### src/sv/owrtm_pkg.sv
package owrtm_pkg;

  // configuration port shape
  localparam int CFG_INDEX_W = 3;
  localparam int CFG_DATA_W  = 10;
  localparam int CFG_TICK_W  = 10;

  // register indexes
  localparam logic [CFG_INDEX_W-1:0] REG_COMMAND_CODE   = 3'd0;
  localparam logic [CFG_INDEX_W-1:0] REG_RESET_LOW      = 3'd1;
  localparam logic [CFG_INDEX_W-1:0] REG_PRESENCE_SAMPLE = 3'd2;
  localparam logic [CFG_INDEX_W-1:0] REG_POST_PRESENCE  = 3'd3;
  localparam logic [CFG_INDEX_W-1:0] REG_SHORT_LOW      = 3'd4;
  localparam logic [CFG_INDEX_W-1:0] REG_LONG_LOW       = 3'd5;
  localparam logic [CFG_INDEX_W-1:0] REG_READ_SAMPLE    = 3'd6;
  localparam logic [CFG_INDEX_W-1:0] REG_BYTE_GAP       = 3'd7;

  // reset values of the registers
  localparam logic [7:0]            RST_COMMAND_CODE    = 8'd51;
  localparam logic [CFG_TICK_W-1:0] RST_RESET_LOW       = 10'd607;
  localparam logic [CFG_TICK_W-1:0] RST_PRESENCE_SAMPLE = 10'd50;
  localparam logic [CFG_TICK_W-1:0] RST_POST_PRESENCE   = 10'd580;
  localparam logic [CFG_TICK_W-1:0] RST_SHORT_LOW       = 10'd7;
  localparam logic [CFG_TICK_W-1:0] RST_LONG_LOW        = 10'd63;
  localparam logic [CFG_TICK_W-1:0] RST_READ_SAMPLE     = 10'd20;
  localparam logic [CFG_TICK_W-1:0] RST_BYTE_GAP        = 10'd320;

  // fixed timing
  localparam int CMD_GAP_TICKS   = 140;
  localparam int READ_TAIL_TICKS = 50;

  // response length and default tick counter width
  localparam int NUM_BYTES       = 8;
  localparam int TICK_WIDTH_DEF  = 10;

  typedef struct packed {
    logic [7:0]            command_code;
    logic [CFG_TICK_W-1:0] reset_low_ticks;
    logic [CFG_TICK_W-1:0] presence_sample_ticks;
    logic [CFG_TICK_W-1:0] post_presence_ticks;
    logic [CFG_TICK_W-1:0] short_low_ticks;
    logic [CFG_TICK_W-1:0] long_low_ticks;
    logic [CFG_TICK_W-1:0] read_sample_ticks;
    logic [CFG_TICK_W-1:0] byte_gap_ticks;
  } cfg_t;

  typedef struct packed {
    logic       drive_low;
    logic       busy_res;
    logic       byte_valid;
    logic [7:0] byte_value;
    logic [2:0] byte_index;
    logic       done_res;
    logic       present;
  } result_t;

endpackage

### src/sv/owrtm_if.sv
// input channel: one tick with start request and line sample
interface owrtm_in_if;
  logic valid;
  logic ready;
  logic start_req;
  logic bus_level;

  modport source (output valid, output start_req, output bus_level, input ready);
  modport sink   (input valid, input start_req, input bus_level, output ready);
endinterface

// output channel: one result per tick
interface owrtm_out_if;
  logic       valid;
  logic       ready;
  logic       drive_low;
  logic       busy_res;
  logic       byte_valid;
  logic [7:0] byte_value;
  logic [2:0] byte_index;
  logic       done_res;
  logic       present;

  modport source (output valid, output drive_low, output busy_res, output byte_valid,
                  output byte_value, output byte_index, output done_res,
                  output present, input ready);
  modport sink   (input valid, input drive_low, input busy_res, input byte_valid,
                  input byte_value, input byte_index, input done_res,
                  input present, output ready);
endinterface

### src/sv/owrtm_fsm.sv
module owrtm_fsm
  import owrtm_pkg::*;
#(
  parameter int TICK_WIDTH = TICK_WIDTH_DEF
) (
  input  logic    clk,
  input  logic    rst,
  input  logic    advance,
  input  logic    start_req,
  input  logic    bus_level,
  input  cfg_t    cfg,
  output result_t res
);

  // compare width covers both the counter and the register fields
  localparam int CW = (TICK_WIDTH > CFG_TICK_W) ? TICK_WIDTH : CFG_TICK_W;
  localparam logic [CW-1:0] TMAX = CW'({TICK_WIDTH{1'b1}});
  localparam logic [TICK_WIDTH-1:0] TICK_ONE = TICK_WIDTH'(1);
  localparam logic [2:0] LAST_BYTE = 3'(NUM_BYTES - 1);

  // phase codes
  localparam logic [3:0] PH_IDLE  = 4'd0;
  localparam logic [3:0] PH_RST   = 4'd1;
  localparam logic [3:0] PH_PRES  = 4'd2;
  localparam logic [3:0] PH_POST  = 4'd3;
  localparam logic [3:0] PH_WLOW  = 4'd4;
  localparam logic [3:0] PH_WHIGH = 4'd5;
  localparam logic [3:0] PH_CGAP  = 4'd6;
  localparam logic [3:0] PH_RLOW  = 4'd7;
  localparam logic [3:0] PH_RWAIT = 4'd8;
  localparam logic [3:0] PH_RTAIL = 4'd9;
  localparam logic [3:0] PH_BGAP  = 4'd10;

  logic [3:0]            phase, phase_next;
  logic [TICK_WIDTH-1:0] tick_count, tick_count_next;
  logic [2:0]            bit_count, bit_count_next;
  logic [2:0]            byte_count, byte_count_next;
  logic [7:0]            shift_byte, shift_byte_next;
  logic                  present_flag, present_flag_next;

  logic [CFG_TICK_W-1:0] len_raw;
  logic [CW-1:0]         len_ext, len_lim;
  logic                  waiting;
  logic                  cmd_bit;
  logic [7:0]            shift_in;
  logic [TICK_WIDTH-1:0] tick_inc;
  logic                  started;

  function automatic logic [CFG_TICK_W-1:0] at_least1(input logic [CFG_TICK_W-1:0] v);
    return (v == '0) ? CFG_TICK_W'(1) : v;
  endfunction

  // length of the current phase, forced to at least one where needed, then clipped
  assign cmd_bit = cfg.command_code[bit_count];

  always_comb begin
    len_ext = '0;
    len_raw = '0;
    case (phase)
      PH_RST:   len_raw = at_least1(cfg.reset_low_ticks);
      PH_PRES:  len_raw = at_least1(cfg.presence_sample_ticks);
      PH_POST:  len_raw = cfg.post_presence_ticks;
      PH_WLOW:  len_raw = at_least1(cmd_bit ? cfg.short_low_ticks : cfg.long_low_ticks);
      PH_WHIGH: len_raw = at_least1(cmd_bit ? cfg.long_low_ticks : cfg.short_low_ticks);
      PH_RLOW:  len_raw = at_least1(cfg.short_low_ticks);
      PH_RWAIT: len_raw = cfg.read_sample_ticks;
      PH_BGAP:  len_raw = cfg.byte_gap_ticks;
      default:  len_raw = '0;
    endcase
    case (phase)
      PH_CGAP:  len_ext = CW'(CMD_GAP_TICKS);
      PH_RTAIL: len_ext = CW'(READ_TAIL_TICKS);
      default:  len_ext = CW'(len_raw);
    endcase
  end

  assign len_lim  = (len_ext > TMAX) ? TMAX : len_ext;
  assign waiting  = CW'(tick_count) < len_lim;
  assign tick_inc = tick_count + TICK_ONE;
  assign shift_in = {bus_level, shift_byte[7:1]};

  // one tick: the current phase either waits or hands over, and zero-length
  // waits that follow are passed through in the same tick
  always_comb begin
    phase_next        = phase;
    tick_count_next   = tick_count;
    bit_count_next    = bit_count;
    byte_count_next   = byte_count;
    shift_byte_next   = shift_byte;
    present_flag_next = present_flag;
    res               = '0;
    started           = (phase != PH_IDLE);

    case (phase)
      PH_RST: begin
        if (waiting) begin
          tick_count_next = tick_inc;
          res.drive_low   = 1'b1;
        end else begin
          phase_next      = PH_PRES;
          tick_count_next = TICK_ONE;
        end
      end
      PH_PRES: begin
        if (waiting) begin
          tick_count_next = tick_inc;
        end else begin
          present_flag_next = ~bus_level;
          if (bus_level) begin
            phase_next      = PH_IDLE;
            tick_count_next = '0;
            res.done_res    = 1'b1;
          end else if (cfg.post_presence_ticks == '0) begin
            bit_count_next  = '0;
            phase_next      = PH_WLOW;
            tick_count_next = TICK_ONE;
            res.drive_low   = 1'b1;
          end else begin
            phase_next      = PH_POST;
            tick_count_next = TICK_ONE;
          end
        end
      end
      PH_POST: begin
        if (waiting) begin
          tick_count_next = tick_inc;
        end else begin
          bit_count_next  = '0;
          phase_next      = PH_WLOW;
          tick_count_next = TICK_ONE;
          res.drive_low   = 1'b1;
        end
      end
      PH_WLOW: begin
        if (waiting) begin
          tick_count_next = tick_inc;
          res.drive_low   = 1'b1;
        end else begin
          phase_next      = PH_WHIGH;
          tick_count_next = TICK_ONE;
        end
      end
      PH_WHIGH: begin
        if (waiting) begin
          tick_count_next = tick_inc;
        end else begin
          bit_count_next  = bit_count + 3'd1;
          tick_count_next = TICK_ONE;
          if (bit_count == 3'd7) begin
            phase_next = PH_CGAP;
          end else begin
            phase_next    = PH_WLOW;
            res.drive_low = 1'b1;
          end
        end
      end
      PH_CGAP: begin
        if (waiting) begin
          tick_count_next = tick_inc;
        end else begin
          bit_count_next  = '0;
          byte_count_next = '0;
          shift_byte_next = '0;
          phase_next      = PH_RLOW;
          tick_count_next = TICK_ONE;
          res.drive_low   = 1'b1;
        end
      end
      PH_RLOW, PH_RWAIT: begin
        if (waiting) begin
          tick_count_next = tick_inc;
          res.drive_low   = (phase == PH_RLOW);
        end else if (phase == PH_RLOW && cfg.read_sample_ticks != '0) begin
          phase_next      = PH_RWAIT;
          tick_count_next = TICK_ONE;
        end else begin
          // sample the line and close the bit
          shift_byte_next = shift_in;
          bit_count_next  = bit_count + 3'd1;
          phase_next      = PH_RTAIL;
          tick_count_next = TICK_ONE;
          if (bit_count == 3'd7) begin
            res.byte_valid = 1'b1;
            res.byte_value = shift_in;
            res.byte_index = byte_count;
          end
        end
      end
      PH_RTAIL, PH_BGAP: begin
        if (waiting) begin
          tick_count_next = tick_inc;
        end else if (phase == PH_RTAIL && bit_count != '0) begin
          phase_next      = PH_RLOW;
          tick_count_next = TICK_ONE;
          res.drive_low   = 1'b1;
        end else if (phase == PH_RTAIL && cfg.byte_gap_ticks != '0) begin
          phase_next      = PH_BGAP;
          tick_count_next = TICK_ONE;
        end else if (byte_count == LAST_BYTE) begin
          // end of the byte gap, or of the read tail if there is no gap, on the last byte
          phase_next      = PH_IDLE;
          tick_count_next = '0;
          res.done_res    = 1'b1;
        end else begin
          byte_count_next = byte_count + 3'd1;
          shift_byte_next = '0;
          phase_next      = PH_RLOW;
          tick_count_next = TICK_ONE;
          res.drive_low   = 1'b1;
        end
      end
      default: begin
        // idle: a start request opens the reset pulse in this tick
        phase_next = PH_IDLE;
        if (start_req) begin
          phase_next      = PH_RST;
          tick_count_next = TICK_ONE;
          bit_count_next  = '0;
          byte_count_next = '0;
          started         = 1'b1;
          res.drive_low   = 1'b1;
        end
      end
    endcase

    res.busy_res = started || res.done_res || (phase_next != PH_IDLE);
    res.present  = present_flag_next;
  end

  // state registers, stepped once per accepted tick
  always_ff @(posedge clk) begin
    if (rst) begin
      phase        <= PH_IDLE;
      tick_count   <= '0;
      bit_count    <= '0;
      byte_count   <= '0;
      shift_byte   <= '0;
      present_flag <= 1'b0;
    end else if (advance) begin
      phase        <= phase_next;
      tick_count   <= tick_count_next;
      bit_count    <= bit_count_next;
      byte_count   <= byte_count_next;
      shift_byte   <= shift_byte_next;
      present_flag <= present_flag_next;
    end
  end

  // a start taken in idle always lands in the reset pulse
  a_start_to_reset: assert property (@(posedge clk) disable iff (rst)
    advance && phase == PH_IDLE && start_req |=> phase == PH_RST)
    else $error("start in idle did not enter reset pulse");

  // a finishing tick leaves the sequencer idle
  a_done_to_idle: assert property (@(posedge clk) disable iff (rst)
    advance && res.done_res |=> phase == PH_IDLE)
    else $error("done without return to idle");

  // a completed byte leaves the bit counter at the start of the next byte
  a_byte_wraps_bits: assert property (@(posedge clk) disable iff (rst)
    advance && res.byte_valid |=> bit_count == 3'd0 && phase == PH_RTAIL)
    else $error("byte completed with bits pending");

  // the line is never pulled low outside a transaction
  a_drive_busy: assert property (@(posedge clk) disable iff (rst)
    advance && res.drive_low |-> res.busy_res && !res.done_res)
    else $error("line driven outside a transaction");

endmodule

### src/sv/one_wire_read_transaction_master_unit.sv
// channel   dir  handshake      payload
// in_ch     in   valid/ready    start_req, bus_level (one microsecond tick)
// out_ch    out  valid/ready    drive_low, busy_res, byte_valid, byte_value,
//                               byte_index, done_res, present
// cfg_*     in   cfg_write      cfg_index selects register, cfg_data value
//
// one tick is taken per clock cycle; its result appears in the output register
// on the next cycle, set by the single pass through the phase sequencer
// rst (synchronous) returns the sequencer to idle and loads register defaults
// a stalled output holds its result, and a new tick is taken in the cycle the
// held result is taken
module one_wire_read_transaction_master_unit
  import owrtm_pkg::*;
#(
  parameter int TICK_WIDTH = TICK_WIDTH_DEF
) (
  input  logic                   clk,
  input  logic                   rst,
  owrtm_in_if.sink               in_ch,
  owrtm_out_if.source            out_ch,
  input  logic                   cfg_write,
  input  logic [CFG_INDEX_W-1:0] cfg_index,
  input  logic [CFG_DATA_W-1:0]  cfg_data
);

  cfg_t    cfg;
  result_t step_res;
  result_t out_q;
  logic    out_valid;
  logic    take;

  // register file
  always_ff @(posedge clk) begin
    if (rst) begin
      cfg.command_code          <= RST_COMMAND_CODE;
      cfg.reset_low_ticks       <= RST_RESET_LOW;
      cfg.presence_sample_ticks <= RST_PRESENCE_SAMPLE;
      cfg.post_presence_ticks   <= RST_POST_PRESENCE;
      cfg.short_low_ticks       <= RST_SHORT_LOW;
      cfg.long_low_ticks        <= RST_LONG_LOW;
      cfg.read_sample_ticks     <= RST_READ_SAMPLE;
      cfg.byte_gap_ticks        <= RST_BYTE_GAP;
    end else if (cfg_write) begin
      case (cfg_index)
        REG_COMMAND_CODE:    cfg.command_code          <= cfg_data[7:0];
        REG_RESET_LOW:       cfg.reset_low_ticks       <= cfg_data[CFG_TICK_W-1:0];
        REG_PRESENCE_SAMPLE: cfg.presence_sample_ticks <= cfg_data[CFG_TICK_W-1:0];
        REG_POST_PRESENCE:   cfg.post_presence_ticks   <= cfg_data[CFG_TICK_W-1:0];
        REG_SHORT_LOW:       cfg.short_low_ticks       <= cfg_data[CFG_TICK_W-1:0];
        REG_LONG_LOW:        cfg.long_low_ticks        <= cfg_data[CFG_TICK_W-1:0];
        REG_READ_SAMPLE:     cfg.read_sample_ticks     <= cfg_data[CFG_TICK_W-1:0];
        REG_BYTE_GAP:        cfg.byte_gap_ticks        <= cfg_data[CFG_TICK_W-1:0];
        default:             cfg.command_code          <= cfg.command_code;
      endcase
    end
  end

  // accept a tick whenever the output register is free or being emptied
  assign in_ch.ready = !out_valid || out_ch.ready;
  assign take        = in_ch.valid && in_ch.ready;

  owrtm_fsm #(
    .TICK_WIDTH(TICK_WIDTH)
  ) u_fsm (
    .clk       (clk),
    .rst       (rst),
    .advance   (take),
    .start_req (in_ch.start_req),
    .bus_level (in_ch.bus_level),
    .cfg       (cfg),
    .res       (step_res)
  );

  // output register
  always_ff @(posedge clk) begin
    if (rst) begin
      out_valid <= 1'b0;
    end else if (take) begin
      out_valid <= 1'b1;
    end else if (out_ch.ready) begin
      out_valid <= 1'b0;
    end
  end

  always_ff @(posedge clk) begin
    if (take) begin
      out_q <= step_res;
    end
  end

  assign out_ch.valid      = out_valid;
  assign out_ch.drive_low  = out_q.drive_low;
  assign out_ch.busy_res   = out_q.busy_res;
  assign out_ch.byte_valid = out_q.byte_valid;
  assign out_ch.byte_value = out_q.byte_value;
  assign out_ch.byte_index = out_q.byte_index;
  assign out_ch.done_res   = out_q.done_res;
  assign out_ch.present    = out_q.present;

endmodule
### src/flat_wrapper.sv
// flat-port wrapper written by rule: the top's interface ports become plain ports
module one_wire_read_transaction_master_unit_flat import owrtm_pkg::*;
#(
  parameter int TICK_WIDTH = TICK_WIDTH_DEF
)
  (clk, rst, cfg_write, cfg_index, cfg_data, in_ch_valid, in_ch_start_req, in_ch_bus_level, in_ch_ready, out_ch_valid, out_ch_drive_low, out_ch_busy_res, out_ch_byte_valid, out_ch_byte_value, out_ch_byte_index, out_ch_done_res, out_ch_present, out_ch_ready);
  owrtm_in_if in_ch_i ();
  owrtm_out_if out_ch_i ();
  input  logic clk;
  input  logic rst;
  input  logic cfg_write;
  input  logic [CFG_INDEX_W-1:0] cfg_index;
  input  logic [CFG_DATA_W-1:0] cfg_data;
  input wire logic [$bits(in_ch_i.valid)-1:0] in_ch_valid;
  input wire logic [$bits(in_ch_i.start_req)-1:0] in_ch_start_req;
  input wire logic [$bits(in_ch_i.bus_level)-1:0] in_ch_bus_level;
  output wire logic [$bits(in_ch_i.ready)-1:0] in_ch_ready;
  output wire logic [$bits(out_ch_i.valid)-1:0] out_ch_valid;
  output wire logic [$bits(out_ch_i.drive_low)-1:0] out_ch_drive_low;
  output wire logic [$bits(out_ch_i.busy_res)-1:0] out_ch_busy_res;
  output wire logic [$bits(out_ch_i.byte_valid)-1:0] out_ch_byte_valid;
  output wire logic [$bits(out_ch_i.byte_value)-1:0] out_ch_byte_value;
  output wire logic [$bits(out_ch_i.byte_index)-1:0] out_ch_byte_index;
  output wire logic [$bits(out_ch_i.done_res)-1:0] out_ch_done_res;
  output wire logic [$bits(out_ch_i.present)-1:0] out_ch_present;
  input wire logic [$bits(out_ch_i.ready)-1:0] out_ch_ready;
  assign in_ch_i.valid = in_ch_valid;
  assign in_ch_i.start_req = in_ch_start_req;
  assign in_ch_i.bus_level = in_ch_bus_level;
  assign in_ch_ready = in_ch_i.ready;
  assign out_ch_valid = out_ch_i.valid;
  assign out_ch_drive_low = out_ch_i.drive_low;
  assign out_ch_busy_res = out_ch_i.busy_res;
  assign out_ch_byte_valid = out_ch_i.byte_valid;
  assign out_ch_byte_value = out_ch_i.byte_value;
  assign out_ch_byte_index = out_ch_i.byte_index;
  assign out_ch_done_res = out_ch_i.done_res;
  assign out_ch_present = out_ch_i.present;
  assign out_ch_i.ready = out_ch_ready;
  one_wire_read_transaction_master_unit #(.TICK_WIDTH(TICK_WIDTH)) u_core (.clk(clk), .rst(rst), .in_ch(in_ch_i), .out_ch(out_ch_i), .cfg_write(cfg_write), .cfg_index(cfg_index), .cfg_data(cfg_data));
endmodule
### config.mk
export PLATFORM = sky130hd
export DESIGN_NAME = one_wire_read_transaction_master_unit_flat
export DESIGN_NICKNAME = d
export VERILOG_FILES = /design/src/sv/owrtm_pkg.sv /design/src/sv/owrtm_if.sv /design/src/sv/owrtm_fsm.sv /design/src/sv/one_wire_read_transaction_master_unit.sv /design/src/flat_wrapper.sv
export SDC_FILE = /design/constraint.sdc
export NUM_CORES = 1
export LEC_CHECK = 0
export BUFFER_PORTS_ARGS = -buffer_cell sky130_fd_sc_hd__buf_2
export CORE_MARGIN = 2
export CORE_UTILIZATION = 55
export DETAILED_ROUTE_END_ITERATION = 8
export PLACE_DENSITY_LB_ADDON = 0.15
export SLEW_MARGIN = 20
export SYNTH_ARGS = -nofsm -noshare
export SYNTH_HDL_FRONTEND = slang
export SYNTH_SLANG_ARGS = --single-unit
### constraint.sdc
create_clock -name clk -period 5.3 [get_ports clk]
set_input_delay 0.53 -clock clk [delete_from_list [all_inputs] [get_ports clk]]
set_output_delay 0.53 -clock clk [all_outputs]
set_load 0.02 [all_outputs]
* Word level (Yosys, flattened, before mapping) *
Cells that the tools add are included.

storage, ports and cells
  bits in registers = 124
  input port bits = 20
  word-level logic and storage cells = 199

cells by class
  $add $sub $neg = 3
  magnitude comparators = 3
  equality and inequality tests = 31
  mux-type cells = 88
  bitwise logic cells = 5
  reduce and logical (&&, ||, !) cells = 47

operators by type and width
  operator               number
  $mux 10                12
  $pmux 10 s8            1
  $logic_not 10->1       6
  $mux 8                 7
  $mux 3                 15
  $mux 4                 10
  $mux 1                 32
  $pmux 4 s8             1
  $pmux 10 s3            1
  $ne 2x2->1 const B     12
  $pmux 8 s3             1
  $pmux 10 s2            1
  $reduce_bool 10->1     2
  $eq 3x3->1 const B     6
  $reduce_and 2->1       9
  $eq 4x3->1 const B     4
  $pmux 3 s5             1
  $reduce_or 7->1        2
  $eq 4x4->1 const B     3
  $mux 12                1
  $reduce_bool 4->1      3
  $add 10x1->10 const B  1
  $gt 10x10->1 const B   1
  $lt 10x10->1           1
  26 further kinds       44

* Depth between registers and ports, before layout *
  depth in word-level cells = 14
  depth in mapped cells = 20
  mapped depth without buffers = 17

* Cells and area by module *
Synthesis repeated with hierarchy kept, for this count alone.

second synthesis, totals
  cell total of the unflattened synthesis = 808
  area total of the unflattened synthesis = 7165.6 µm²

modules (own cells, without submodules)
  module                                 times used  cells each  area an instance (µm²)  sequential area each (µm²)
  one_wire_read_transaction_master_unit  1           310         3607.2                  2062.0
  owrtm_fsm                              1           498         3558.4                  560.5

* Worst setup path after synthesis *
No wires, ideal clock.

  path type = flip-flop to flip-flop
  from = register u_core.u_fsm.bit_count[1]
  to = register u_core.out_q (netlist bit u_core.out_ch.drive_low), data pin
  library setup time = 259 ps
  arrival = 3874 ps
  required time = 5041 ps
  path slack = 1168 ps
  stages on the path, launching flop included = 16
  path buffers = 1
  cells stage by stage = dfxtp_1 > mux4_1 > mux2i_4 > xnor2_1 > nor2b_1 > a221o_1 > o31ai_1 > ha_1 > nand2_1 > o21ai_0 > o211ai_1 > a21oi_1 > a21o_1 > buf_6 > a2111oi_4 > o31a_1

RTL lines
  item                      line                                         text
  start: declaration        owrtm_fsm.sv:36                              logic [2:0] bit_count, bit_count_next;
  start signal: assignment  owrtm_fsm.sv:242                             bit_count <= bit_count_next;
  end signal: assignment    one_wire_read_transaction_master_unit.sv:87  out_q <= step_res;
  end: declaration          one_wire_read_transaction_master_unit.sv:28  result_t out_q;

* Worst setup path in the final report *
  from = register u_core.u_fsm.phase[0]
  to = register u_core.out_q (netlist bit u_core.out_ch.byte_value[6]), data pin

between the ends
  longest elaborated chain between the ends = 7

RTL lines
  item                                      line              text
  start: declaration                        owrtm_fsm.sv:34   logic [3:0] phase, phase_next;
  start signal: assignment                  owrtm_fsm.sv:240  phase <= phase_next;
  $eq 4x4->1, or another cell as far along  owrtm_fsm.sv:59   case (phase)
  $pmux 10 s8                               owrtm_fsm.sv:59
  $pmux 10 s2                               owrtm_fsm.sv:70   case (phase)
  $gt 10x10->1                              owrtm_fsm.sv:77   assign len_lim = (len_ext > TMAX) ? TMAX : len_ext;
  $mux 10                                   owrtm_fsm.sv:77
  $lt 10x10->1                              owrtm_fsm.sv:78   assign waiting = CW'(tick_count) < len_lim;
  $reduce_or 4->1 (no line) *               n/a

Mark *: on every way between the ends. The rest lies on a longest branch, timed or not.
A chain may end at the register's enable or synchronous reset.

==> flow_metrics.py <==
metrics = {
    "synthesis": {
        "synth_edf_count": 16,
        "synth_nets": 835,
        "synth_seq_cells": 123,
        "synthArstFlopShare_pct": 0,
        "ys_types": 64,
        "syn_avg_cell_area_sq_um": 8.17,
        "yosys_warnings": 0,
        "syn_area_sq_mm": 0.00654,
        "synthFlopType": "dfxtp_1",
        "seq_area_frac_synth_pct": 40.1,
        "synthCells": 800,
    },
    "finish": {
        "final_util_pct": 64.2,
        "final_nets": 858,
        "area_delta_synth_final_pct": 13.1,
        "layout_common_cells": "nand2_1, dfxtp_1, a21oi_1, nor2_1, buf_2",
        "layout_commonest_cell": "nand2_1",
        "antenna_cells": 0,
        "fillers": 996,
        "multi_input_area_sq_mm": 0.00360,
        "seqCellArea_sq_mm": 0.00262,
        "drive_gt1_share_pct": 12.9,
    },
    "timing": {
        "hold_viol_final": 0,
        "worst_clock_skew_ps": 7.46,
        "min_period_ps": 4740,
        "fin_setup_tns_ps": 0,
        "rsz0062_at_grt": "no",
        "maxSlewViolCount": 0,
        "worst_pin_slew_ps": 1100,
        "relSlewSlack_pct": 26.1,
        "fmax_mhz": 211,
        "finalSetupViolCount": 0,
        "fin_crit_sh_pct": 89.5,
    },
    "global_route": {
        "antenna_found_initial": 0,
        "grt_pass1_wl_um": 31500,
        "track_usage_pct": 31.7,
        "grt_overflow": 0,
        "grt_start_max_net_pins": 70,
        "first_global_vias": 5882,
    },
    "detailed_routing": {
        "via_per_inst": 6.39,
        "drc": 4,
        "drtIter0Drc": 679,
        "first_pass_iters": 8,
        "wl_um": 19900,
        "wl_per_cell_um": 20.3,
        "via_count": 6256,
        "ant_nets": 0,
    },
    "worst_hold_path": {
        "min_path_type": "in2reg",
        "hold_depth": 3,
    },
    "pwr": {
        "p_sw_uw": 778,
        "ir_drop_mv": 0.304,
        "p_seq_share_pct": 38.6,
        "pwr-share-comb_pct": 17.9,
        "p_clk_share_pct": 43.5,
        "p_leak_uw": 0.00269,
        "power_density_mw_per_mm2": 353,
        "switching_share_pct": 29.8,
        "p_int_uw": 1830,
    },
    "placed_design": {
        "port_buffers": 37,
        "gp_congestion": 1.01,
        "dpl.hpwl_um": 14300,
    },
    "floorplan": {
        "die_y_um": 113,
        "rows": 39,
        "core-area_sq_mm": 0.0115,
        "start_util_pct": 56.8,
        "fp.dieW_um": 113,
        "dieArea_sq_mm": 0.0128,
        "io_pins": 38,
    },
    "setup_path": {
        "end_kind": "flip-flop",
        "cp-start-kind": "flip-flop",
        "cp_max_fo": 21,
        "worstPathRequired_ps": 5480,
        "cp.arrival_ps": 4920,
        "r2r_cells": 13,
        "worstSetupPathType": "reg2reg",
    },
    "clocking": {
        "htreeDepth": 4,
        "root_buffer": "clkbuf_16",
        "insertion_delay_ps": 420,
        "ctsHoldBuffers": 0,
        "cts_tree": "built",
        "clkSlewWorstSetupHoldPaths_ps": 60,
        "cts_resized": 0,
        "cts_made_buffers": 17,
        "clk_path_buf_depth": 2,
        "cts_num_sinks": 123,
        "post_cts_buffers": 0,
    },
    "status": {
        "outcome": "finished, violations left",
        "violations": "DRC",
    },
    "run": {
        "maxCapViolCount": 0,
    },
}
[cell families (layout without fill, tap and decap cells)]
group | Yosys count | after routing | share of synthesized area (%)
buffers and inverters | 75 | 111 | 4.86
AOI/OAI and AO/OA | 205 | 205 | 21.2
xor gates and xnor gates | 3 | 3 | 0.402
muxes | 40 | 40 | 6.97
adders and majority gates | 15 | 15 | 2.87
and+or+nand+nor | 339 | 339 | 23.6
DFF | 123 | 123 | 40.1
[routing by layer]
| metal | global-route usage [%] | vias up | part of all wire (%) |
|---|---|---|---|
| met3 | 6.86 | 55 | 8.6 |
| met2 | 50.9 | 346 | 47 |
| met5 | 0 | - | 0 |
| li1 | - | 2945 | - |
| met4 | 13.1 | 0 | 3.3 |
| met1 | 41.5 | 2910 | 41 |
[worst max-delay path, stage by stage, from the launching register on]
cell and delay (ps):
dfxtp_1 750, inv_1 180, xnor2_1 800, o21ai_0 310
a221oi_1 410, ha_1 320, a2111oi_0 340, o21ai_0 150
o211ai_1 120, a21oi_1 90, buf_4 180, a21oi_4 460
nor3_4 150, and2_1 210
[path summary, 6_finish.rpt]
check	start	endpoint	slack (ps)
worst max register to register	u_core.u_fsm.phase[0]	u_core.out_ch.byte_value[6]	560
worst max-delay path	u_core.u_fsm.phase[0]	u_core.out_ch.byte_value[6]	560
worst min-delay path	in_ch_valid	u_core.out_ch.valid	360
worst min register to register	u_core.u_fsm.shift_byte[1]	u_core.u_fsm.shift_byte[1]	470
[power by group through the flow]
stage	Clock [uW]	Combinational (uW)	Sequential [uW]
after global routing	1190	500	1010
after global placement	0	444	1030
final	1140	467	1010
after CTS	1150	457	1010
after floorplan	0	362	1020
after detailed placement	0	453	1030
[cell type report]
cell class,count,area share [%]
tap,143,2.42
timing repair buffer,54,4.23
clock buffer,20,6.46
inverter,25,1.27
sequential,123,35.5
multi-input combinational,602,48.6
clock inverter,12,1.52
[registers in the layout, indices dropped and copies added, names as in the netlist]
register / count
u_core.cfg: 78
u_core.out_ch.busy_res: 1
u_core.out_ch.byte_index: 3
u_core.out_ch.byte_valid: 1
u_core.out_ch.byte_value: 8
u_core.out_ch.done_res: 1
u_core.out_ch.drive_low: 1
u_core.out_ch.present: 1
u_core.out_ch.valid: 1
u_core.u_fsm.bit_count: 3
u_core.u_fsm.byte_count: 3
u_core.u_fsm.phase: 4
u_core.u_fsm.present_flag: 1
u_core.u_fsm.shift_byte: 7
u_core.u_fsm.tick_count: 10
[synthesized netlist by cell type (all sizes together) (4+ instances only)]
library cell / count / area (sq um)
nand2: 166 / 623
dfxtp: 107 / 2140
a21oi: 78 / 402
nor2: 61 / 229
clkbuf: 37 / 140
o21ai: 37 / 200
mux2i: 36 / 373
nand3: 33 / 165
inv: 23 / 86.3
edfxtp: 16 / 480
nor4: 16 / 106
ha: 15 / 188
nor3: 15 / 86.3
buf: 13 / 83.8
nand4: 12 / 75.1
a31oi: 11 / 68.8
and2: 10 / 62.6
a22oi: 9 / 67.6
a211oi: 8 / 60.1
nand2b: 7 / 43.8
nor2b: 6 / 37.5
o22ai: 6 / 37.5
o32a: 6 / 60.1
o31ai: 5 / 37.5
a2111oi: 4 / 72.6
a22o: 4 / 35.0
a32oi: 4 / 35.0
o211ai: 4 / 30.0
o221a: 4 / 45.0
[per-stage QoR]
stage	setup WS, ps	std cells	hold WS, ps	total power (uW)	instance area (sq um)
floorplan	1170	800	433	1380	6540
global placement	879	947	454	1470	6810
detailed placement	622	947	462	1480	6810
CTS	613	979	344	2610	7400
global route	282	979	361	2700	7400
finish	558	979	356	2610	7400
(Power assumes the default switching activity.)
